--- src/design/event_stream_message_framer_assert.svh ---
// Assertion macros used by the framer's engine, esmf_engine.
// Depends on nothing; take in by `include inside a module.
`ifndef EVENT_STREAM_MESSAGE_FRAMER_ASSERT_SVH
`define EVENT_STREAM_MESSAGE_FRAMER_ASSERT_SVH

// Consequent must hold in the same cycle as the antecedent.
`define ESMF_ASSERT_NOW(label, clk, rst, ante, cons) \
   label: assert property (@(posedge clk) disable iff (rst) (ante) |-> (cons)) \
      else $error("esmf: same-cycle check failed");

// Consequent must hold in the cycle after the antecedent.
`define ESMF_ASSERT_NEXT(label, clk, rst, ante, cons) \
   label: assert property (@(posedge clk) disable iff (rst) (ante) |=> (cons)) \
      else $error("esmf: next-cycle check failed");

`endif

--- src/design/esmf_pkg.sv ---
// Types, constants and the bytewise CRC-32 step for the message framer.
// Depends on nothing; used by every module of the framer.
`default_nettype none

package esmf_pkg;

   localparam logic        CMD_START          = 1'b0;
   localparam logic        CMD_BYTE           = 1'b1;
   localparam logic [31:0] CRC_POLY_REFLECTED = 32'hEDB8_8320;
   localparam logic [31:0] CRC_INIT           = 32'hFFFF_FFFF;
   localparam logic [31:0] CRC_XOROUT         = 32'hFFFF_FFFF;
   localparam logic [31:0] LENGTH_OVERHEAD    = 32'd16;

   // Positions within the 16-byte frame overhead
   localparam logic [3:0]  IDX_FIRST          = 4'd1;
   localparam logic [3:0]  IDX_PRELUDE_DATA   = 4'd7;
   localparam logic [3:0]  IDX_PRELUDE_END    = 4'd11;
   localparam logic [3:0]  IDX_MSG_CRC        = 4'd12;
   localparam logic [3:0]  IDX_LAST           = 4'd15;

   typedef struct packed {
      logic        cmd;
      logic [31:0] body_length;
      logic [31:0] header_length;
      logic [7:0]  data_byte;
   } req_word_type;

   typedef struct packed {
      logic [7:0] out_byte;
      logic       end_of_run;
      logic       end_of_message;
      logic       error;
   } rsp_word_type;

   function automatic logic [31:0] crc_byte(input logic [31:0] crc, input logic [7:0] b);
      logic [31:0] c;
      c = crc ^ {24'd0, b};
      for (int k = 0; k < 8; k++) begin
         c = (c >> 1) ^ (CRC_POLY_REFLECTED & {32{c[0]}});
      end
      return c;
   endfunction

endpackage

`default_nettype wire

--- src/design/event_stream_message_framer.sv ---
// Top level of the event-stream message framer with prelude and message CRC-32.
// Depends on esmf_pkg, esmf_in_reg, esmf_engine and esmf_out_reg.
//
//   channel  direction  handshake             payload
//   req      in         req_valid/req_stall   cmd, body_length, header_length, data_byte
//   rsp      out        rsp_valid/rsp_stall   out_byte, end_of_run, end_of_message, error
//
// One result byte leaves per cycle while rsp is not stalled; the engine emits one byte
// per cycle while the output register advances, each through a bytewise CRC-32 step.
// A start word yields the 12-byte prelude (16 bytes with an empty body); a body byte
// yields one byte, or five when it is the last one. A stray byte yields one error byte.
// Input register and output register decouple the two sides; a stall on rsp holds
// the engine, and req is stalled only while the held input word is not taken.
// Reset is synchronous: no message open, CRC all ones, both registers empty.
`default_nettype none

module event_stream_message_framer (
   input  wire logic        clock,
   input  wire logic        reset,
   input  wire logic        req_valid,
   output logic             req_stall,
   input  wire logic        req_cmd,
   input  wire logic [31:0] req_body_length,
   input  wire logic [31:0] req_header_length,
   input  wire logic [7:0]  req_data_byte,
   output logic             rsp_valid,
   input  wire logic        rsp_stall,
   output logic [7:0]       rsp_out_byte,
   output logic             rsp_end_of_run,
   output logic             rsp_end_of_message,
   output logic             rsp_error
);
   import esmf_pkg::*;

   logic         item_valid;
   req_word_type item;
   logic         take;
   logic         adv;
   logic         res_valid;
   rsp_word_type res;

   esmf_in_reg u_in_reg (
      .clock             (clock),
      .reset             (reset),
      .req_valid         (req_valid),
      .req_stall         (req_stall),
      .req_cmd           (req_cmd),
      .req_body_length   (req_body_length),
      .req_header_length (req_header_length),
      .req_data_byte     (req_data_byte),
      .take              (take),
      .item_valid        (item_valid),
      .item              (item)
   );

   esmf_engine u_engine (
      .clock      (clock),
      .reset      (reset),
      .item_valid (item_valid),
      .item       (item),
      .adv        (adv),
      .take       (take),
      .res_valid  (res_valid),
      .res        (res)
   );

   esmf_out_reg u_out_reg (
      .clock              (clock),
      .reset              (reset),
      .res_valid          (res_valid),
      .res                (res),
      .adv                (adv),
      .rsp_valid          (rsp_valid),
      .rsp_stall          (rsp_stall),
      .rsp_out_byte       (rsp_out_byte),
      .rsp_end_of_run     (rsp_end_of_run),
      .rsp_end_of_message (rsp_end_of_message),
      .rsp_error          (rsp_error)
   );

endmodule

`default_nettype wire

--- src/design/esmf_in_reg.sv ---
// Input register of the framer: holds one request word until the engine takes it.
// Depends on esmf_pkg.
`default_nettype none

module esmf_in_reg (
   input  wire logic                  clock,
   input  wire logic                  reset,
   input  wire logic                  req_valid,
   output logic                       req_stall,
   input  wire logic                  req_cmd,
   input  wire logic [31:0]           req_body_length,
   input  wire logic [31:0]           req_header_length,
   input  wire logic [7:0]            req_data_byte,
   input  wire logic                  take,
   output logic                       item_valid,
   output esmf_pkg::req_word_type     item
);
   import esmf_pkg::*;

   logic         valid_ff;
   logic         valid_in;
   req_word_type item_ff;
   logic         accept;

   assign req_stall  = valid_ff && !take;
   assign accept     = req_valid && !req_stall;
   assign item_valid = valid_ff;
   assign item       = item_ff;

   always_comb begin
      valid_in = valid_ff;
      if (accept) begin
         valid_in = 1'b1;
      end else if (take) begin
         valid_in = 1'b0;
      end
   end

   always_ff @(posedge clock) begin
      if (reset) begin
         valid_ff <= 1'b0;
      end else begin
         valid_ff <= valid_in;
      end
      if (accept) begin
         item_ff <= '{cmd: req_cmd, body_length: req_body_length,
                      header_length: req_header_length, data_byte: req_data_byte};
      end
   end

endmodule

`default_nettype wire

--- src/design/esmf_engine.sv ---
// Framing engine: prelude, body pass-through, message CRC and stray errors; one byte per cycle while adv is high.
// Depends on esmf_pkg and event_stream_message_framer_assert.svh.
`default_nettype none
`include "event_stream_message_framer_assert.svh"

module esmf_engine (
   input  wire logic                  clock,
   input  wire logic                  reset,
   input  wire logic                  item_valid,
   input  wire esmf_pkg::req_word_type item,
   input  wire logic                  adv,
   output logic                       take,
   output logic                       res_valid,
   output esmf_pkg::rsp_word_type     res
);
   import esmf_pkg::*;

   logic        busy_ff,  busy_in;
   logic        open_ff,  open_in;
   logic [3:0]  idx_ff,   idx_in;
   logic [31:0] crc_ff,   crc_in;
   logic [31:0] pc_ff,    pc_in;
   logic [31:0] total_ff, total_in;
   logic [31:0] hlen_ff,  hlen_in;
   logic [31:0] rem_ff,   rem_in;
   logic [31:0] total;
   logic [31:0] sel_word;
   logic [7:0]  sel_byte;
   logic        closed;

   always_comb begin
      case (idx_ff[3:2])
         2'd0:    sel_word = total_ff;
         2'd1:    sel_word = hlen_ff;
         2'd2:    sel_word = pc_ff;
         default: sel_word = crc_ff ^ CRC_XOROUT;
      endcase
      case (idx_ff[1:0])
         2'd0:    sel_byte = sel_word[31:24];
         2'd1:    sel_byte = sel_word[23:16];
         2'd2:    sel_byte = sel_word[15:8];
         default: sel_byte = sel_word[7:0];
      endcase
   end

   always_comb begin
      busy_in   = busy_ff;
      open_in   = open_ff;
      idx_in    = idx_ff;
      crc_in    = crc_ff;
      pc_in     = pc_ff;
      total_in  = total_ff;
      hlen_in   = hlen_ff;
      rem_in    = rem_ff;
      take      = 1'b0;
      res_valid = 1'b0;
      res       = '0;
      total     = item.body_length + LENGTH_OVERHEAD;

      if (adv && busy_ff) begin
         res_valid    = 1'b1;
         res.out_byte = sel_byte;
         idx_in       = idx_ff + 4'd1;
         if (idx_ff < IDX_MSG_CRC) begin
            crc_in = crc_byte(crc_ff, sel_byte);
         end
         if (idx_ff == IDX_PRELUDE_DATA) begin
            pc_in = crc_in ^ CRC_XOROUT;
         end
         if (idx_ff == IDX_PRELUDE_END && rem_ff != 32'd0) begin
            busy_in        = 1'b0;
            res.end_of_run = 1'b1;
         end
         if (idx_ff == IDX_LAST) begin
            res.end_of_run     = 1'b1;
            res.end_of_message = 1'b1;
            busy_in            = 1'b0;
            open_in            = 1'b0;
            rem_in             = 32'd0;
            crc_in             = CRC_INIT;
         end
      end else if (adv && item_valid) begin
         take      = 1'b1;
         res_valid = 1'b1;
         if (item.cmd == CMD_START) begin
            res.out_byte = total[31:24];
            crc_in       = crc_byte(CRC_INIT, total[31:24]);
            total_in     = total;
            hlen_in      = item.header_length;
            rem_in       = item.body_length;
            open_in      = 1'b1;
            busy_in      = 1'b1;
            idx_in       = IDX_FIRST;
         end else if (open_ff) begin
            res.out_byte = item.data_byte;
            crc_in       = crc_byte(crc_ff, item.data_byte);
            rem_in       = rem_ff - 32'd1;
            if (rem_ff == 32'd1) begin
               busy_in = 1'b1;
               idx_in  = IDX_MSG_CRC;
            end else begin
               res.end_of_run = 1'b1;
            end
         end else begin
            res.error      = 1'b1;
            res.end_of_run = 1'b1;
         end
      end
   end

   always_ff @(posedge clock) begin
      if (reset) begin
         busy_ff <= 1'b0;
         open_ff <= 1'b0;
         idx_ff  <= '0;
         crc_ff  <= CRC_INIT;
         rem_ff  <= 32'd0;
      end else begin
         busy_ff <= busy_in;
         open_ff <= open_in;
         idx_ff  <= idx_in;
         crc_ff  <= crc_in;
         rem_ff  <= rem_in;
      end
      pc_ff    <= pc_in;
      total_ff <= total_in;
      hlen_ff  <= hlen_in;
   end

   assign closed = !open_ff && crc_ff == CRC_INIT && rem_ff == 32'd0;

   `ESMF_ASSERT_NOW(a_eom_ends_run, clock, reset, res_valid && res.end_of_message, res.end_of_run)
   `ESMF_ASSERT_NOW(a_error_only_closed, clock, reset, res_valid && res.error, !open_ff && !busy_ff)
   `ESMF_ASSERT_NEXT(a_eom_closes, clock, reset, res_valid && res.end_of_message, closed)

endmodule

`default_nettype wire

--- src/design/esmf_out_reg.sv ---
// Output register of the framer: holds one result word until the sink takes it.
// Depends on esmf_pkg.
`default_nettype none

module esmf_out_reg (
   input  wire logic                  clock,
   input  wire logic                  reset,
   input  wire logic                  res_valid,
   input  wire esmf_pkg::rsp_word_type res,
   output logic                       adv,
   output logic                       rsp_valid,
   input  wire logic                  rsp_stall,
   output logic [7:0]                 rsp_out_byte,
   output logic                       rsp_end_of_run,
   output logic                       rsp_end_of_message,
   output logic                       rsp_error
);
   import esmf_pkg::*;

   logic         valid_ff;
   logic         valid_in;
   rsp_word_type word_ff;

   assign adv                = !valid_ff || !rsp_stall;
   assign valid_in           = adv ? res_valid : valid_ff;
   assign rsp_valid          = valid_ff;
   assign rsp_out_byte       = word_ff.out_byte;
   assign rsp_end_of_run     = word_ff.end_of_run;
   assign rsp_end_of_message = word_ff.end_of_message;
   assign rsp_error          = word_ff.error;

   always_ff @(posedge clock) begin
      if (reset) begin
         valid_ff <= 1'b0;
      end else begin
         valid_ff <= valid_in;
      end
      if (adv && res_valid) begin
         word_ff <= res;
      end
   end

endmodule

`default_nettype wire

--- config.mk ---
export PLATFORM = sky130hd
export DESIGN_NAME = event_stream_message_framer
export DESIGN_NICKNAME = d
export VERILOG_FILES = /design/src/design/esmf_pkg.sv /design/src/design/event_stream_message_framer.sv /design/src/design/esmf_in_reg.sv /design/src/design/esmf_engine.sv /design/src/design/esmf_out_reg.sv
export VERILOG_INCLUDE_DIRS = /design/src /design/src/design
export SDC_FILE = /design/constraint.sdc
export NUM_CORES = 1
export LEC_CHECK = 0
export BUFFER_PORTS_ARGS = -buffer_cell sky130_fd_sc_hd__buf_2
export CAP_MARGIN = 20
export CORE_MARGIN = 3
export CORE_UTILIZATION = 53
export CTS_BUF_LIST = sky130_fd_sc_hd__clkbuf_16
export CTS_CLUSTER_SIZE = 25
export DETAILED_ROUTE_END_ITERATION = 10
export GPL_TIMING_DRIVEN = 0
export MAX_ROUTING_LAYER = met4
export PLACE_DENSITY = 0.75
export SYNTH_ARGS = -nofsm -noshare
export SYNTH_HDL_FRONTEND = slang
export SYNTH_SLANG_ARGS = --single-unit
--- constraint.sdc ---
create_clock -name clock -period 14.4 [get_ports clock]
set_input_delay 4.32 -clock clock [delete_from_list [all_inputs] [get_ports clock]]
set_output_delay 4.32 -clock clock [all_outputs]
set_load 0.03 [all_outputs]
==> key figures <==
Floorplanning
  • Starting density of the core: 54.8%
  • Width of the die: 166 um
  • Area of the placeable core: 0.0247 mm^2
  • Chip height: 166 um
  • Die area: 0.0275 mm^2
  • Boundary Pins: 90
  • Standard-cell rows: 57

STA
  • Layout Skew: 0.0116 ns
  • Pin slew with the least headroom to its limit: 1.16 ns
  • Final setup slack of the worst path: 4.43 ns
  • Final worst-path cycle share: 69.3%
  • Fin crit period: 9.97 ns
  • Relative slew slack: 21.9%
  • Fin. max-slew vios: 0
  • Hold Violations, Final: 0
  • Highest achievable clock rate: 100 MHz
  • Sum of negative setup slack: 0 ns
  • Setup repair after global routing missed its margin: false
  • Number of endpoints failing setup at the final stage: 0

Routing
  • Vias per std cell: 6.33
  • DRC viols: 0
  • Initial DRC count: 1382
  • ANT nets after route: 0
  • DRT Pass-1 Iters: 6
  • Routed via count: 10800
  • Final routed wirelength across all metal layers: 46.6 mm
  • Wire length per cell after detailed routing: 27.2 um

Synth
  • Number of synthesized flops with an enable pin: 180
  • Async SR Flop Fraction: 0%
  • Dominant cell by count in the synthesized netlist: sky130_fd_sc_hd__edfxtp_1
  • Synth top area share: 39.9%
  • Fraction of the yosys area taken by sequential cells: 50.5%
  • Average size of a mapped cell: 10.9 um^2
  • Leading post-synthesis cells by instance count: sky130_fd_sc_hd__edfxtp_1 (180), sky130_fd_sc_hd__xnor2_1 (142), sky130_fd_sc_hd__nand2_1 (104)
  • Most used flip-flop cell after synthesis: sky130_fd_sc_hd__edfxtp_1
  • Post-synth cell types: 77
  • Net count after synthesis: 1327
  • Netlist area before placement: 0.0136 mm^2
  • Area leader, netlist: sky130_fd_sc_hd__edfxtp_1
  • Cell count after synthesis: 1243
  • Seq cells post-synth: 252
  • Area contributors post-synth: sky130_fd_sc_hd__edfxtp_1 (40%), sky130_fd_sc_hd__dfxtp_1 (11%), sky130_fd_sc_hd__xnor2_1 (9.2%)
  • Synthesis Warnings: 0

Placement
  • Final GP Congestion: 1.05
  • Final HPWL from detailed placement: 35.5 mm
  • Pre-CTS setup slack: 4.46 ns
  • Port buffer count: 88

Pwr
  • Switching Power: 1.08 mW
  • Sequential group share of total power: 34.1%
  • Leak pwr: 5.63 nW
  • Total design power: 2.79 mW
  • Combinational group share of total power: 41.0%
  • Worst IR Drop VDD: 0.162 mV
  • Clock network power share: 24.9%
  • Fraction of power spent switching nets: 38.7%
  • Power Internal: 1.71 mW
  • Total power divided by cell area: 181 mW/mm^2

Setup path
  • Endpoint of the most critical setup path: req_stall
  • Flop-to-flop setup slack: 9.73 ns
  • CP bufs+invs: 2
  • Critical Path Start: rsp_stall
  • Data arrival time at the worst-slack endpoint: 5.65 ns
  • Start-to-end type of the worst setup path: input port to output port
  • Startpoint types: input port
  • Launch point of the worst reg-to-reg path: u_engine.idx_ff[0]
  • Critical path peak fanout: 10
  • Critical register-to-register path endpoint: u_engine.rem_ff[29]
  • Worst reg2reg path depth: 11
  • Cell with the largest stage delay on the worst path: sky130_fd_sc_hd__nand2_1
  • Category of cells accounting for the largest share of critical-path delay: simple AND/OR/NAND/NOR gates
  • Element type at the critical path end: output port
  • Required arrival time at the worst endpoint: 10.08 ns
  • Crit-path most repeated cell: sky130_fd_sc_hd__nand2_1
  • Largest incremental delay on the critical path: 0.32 ns
  • Worst path depth: 6
  • Ordered cell list for the critical path: buf_2 -> nand2_1 -> nand2_1 -> nand2_1 -> and2_1 -> buf_2

Min path
  • Worst min-delay path category: register to register
  • Min-delay src: u_in_reg.item[14]

Clock tree
  • Clock input transition at the sequential cells of the worst setup and hold paths: 0.06 ns
  • Cell at the root of the clock tree: sky130_fd_sc_hd__clkbuf_16
  • Worst-skew pair later-pin latency: 0.56 ns
  • Hold bufs inserted after CTS: 0
  • Number of buffers created by CTS: 28
  • Longest Clk Path Bufs: 3
  • Clock tree from TritonCTS: done
  • # Post-CTS Setup Buffers: 0
  • Gates resized, CTS repair: 0
  • Sink Count: 252
  • Clock H-tree levels: 1

Run status
  • Run status: finished, final reports clean

Flow run
  • Count of maximum capacitance violations: 0

Global routing
  • Congestion Overflow GR: 0
  • Number of antenna violations at the first check in global routing: 0
  • Wire length of the first global-routing pass: 67.8 mm
  • Aggregate global-route resource usage: 33.9%
  • Pin count of the biggest net entering global routing: 70
  • Vias in the first global route: 10500

Finish
  • Ant. Diodes: 0
  • P&R area growth vs syn: 13.6%
  • Net total in the final layout: 1452
  • Fraction of layout instances using a drive strength above 1: 14.4%
==> logic make-up after synthesis <==
logic type / synth area share, %
simple gates: 11.1
compound gates: 13.9
flops: 50.5
xor+xnor: 14.2
buf+inv: 3.33
mux: 6.33
fa+ha+maj: 0.646
==> sequential cells by signal, summed over array words and instances (netlist names), 4 cells and up <==
name,count
u_engine.crc_ff,32
u_engine.hlen_ff,32
u_engine.idx_ff,4
u_engine.pc_ff,32
u_engine.rem_ff,32
u_engine.total_ff,32
u_in_reg.item,73
u_out_reg.rsp_out_byte,8
==> area by class of cell <==
type,instances,area (um^2)
fillers,2032,9340
flip-flops and latches,252,6850
multi-input cells,883,6270
clock buffers,28,701
repair buffers,95,533
well taps,324,405
plain buffers,62,279
clock inverters,24,190
inverters,46,175
==> through the flow <==
step / hold slack [ns] / area (um^2) / std cells / utilization, %
after floorplan: 0.400 / 13600 / 1243 / -
after global placement: 0.403 / 14400 / 1655 / 58.2
after detailed placement: 0.405 / 14500 / 1661 / 58.6
after CTS: 0.412 / 15400 / 1713 / 62.2
after global routing: 0.414 / 15400 / 1714 / 62.2
final: 0.413 / 15400 / 1714 / 62.2
==> layout by cell type (no fill, tap or decap), drive strengths merged, types with 7 or more instances in the layout <==
master and instances:
edfxtp 180, nor3 25, nand2b 17, nor2 93, o21ai 74, and3 12, o22a 9, mux4 20
a31oi 19, nand4 8, xnor2 149, nand3 28, nand2 104, buf 108, o22ai 12, nor4 9
xor2 51, clkinv 13, a21oi 87, ha 7, dfxtp 72, clkbuf 77, mux2 9, o221ai 9
and2 10, a211oi 14, inv 50, o211ai 9, mux2i 28, o21a 9
==> power by group through the flow <==
stage | Sequential (mW) | Combinational (mW) | Clock, mW
2_1_floorplan | 0.943 | 0.778 | 0
6_report | 0.952 | 1.14 | 0.694
5_1_grt | 0.953 | 1.21 | 0.732
3_3_place_gp | 0.966 | 1.10 | 0
3_5_place_dp | 0.964 | 1.11 | 0
4_1_cts | 0.948 | 1.11 | 0.698
==> metal layers <==
metal / track usage (%) / vias up / wire length (um) / share of wire [%]
met1: 44.3 / 5242 / 18200 / 39
met5: - / - / 0 / 0
met3: 5.57 / 141 / 4420 / 9.5
met4: 14.6 / 0 / 2650 / 5.7
met2: 52.8 / 682 / 21400 / 46
li1: - / 4779 / - / -
==> how the worst min path moves through the flow <==
stage | endpoint | cells past startpoint
floorplan | u_engine.hlen_ff[0] | 0
global placement | u_engine.hlen_ff[14] | 0
detailed placement | u_engine.hlen_ff[17] | 0
CTS | u_engine.hlen_ff[6] | 0
global route | u_engine.hlen_ff[6] | 0
finish | u_engine.hlen_ff[6] | 0
==> worst register-to-register path, delay by kind of cell (launching register included) <==
kind / cells / cell delay (ns)
flops: 1 / 0.47
compound gates: 3 / 0.78
buf+inv: 3 / 1.47
simple gates: 4 / 1.40
fa+ha+maj: 1 / 0.49
No activity file was read; power rests on OpenSTA's default activity.
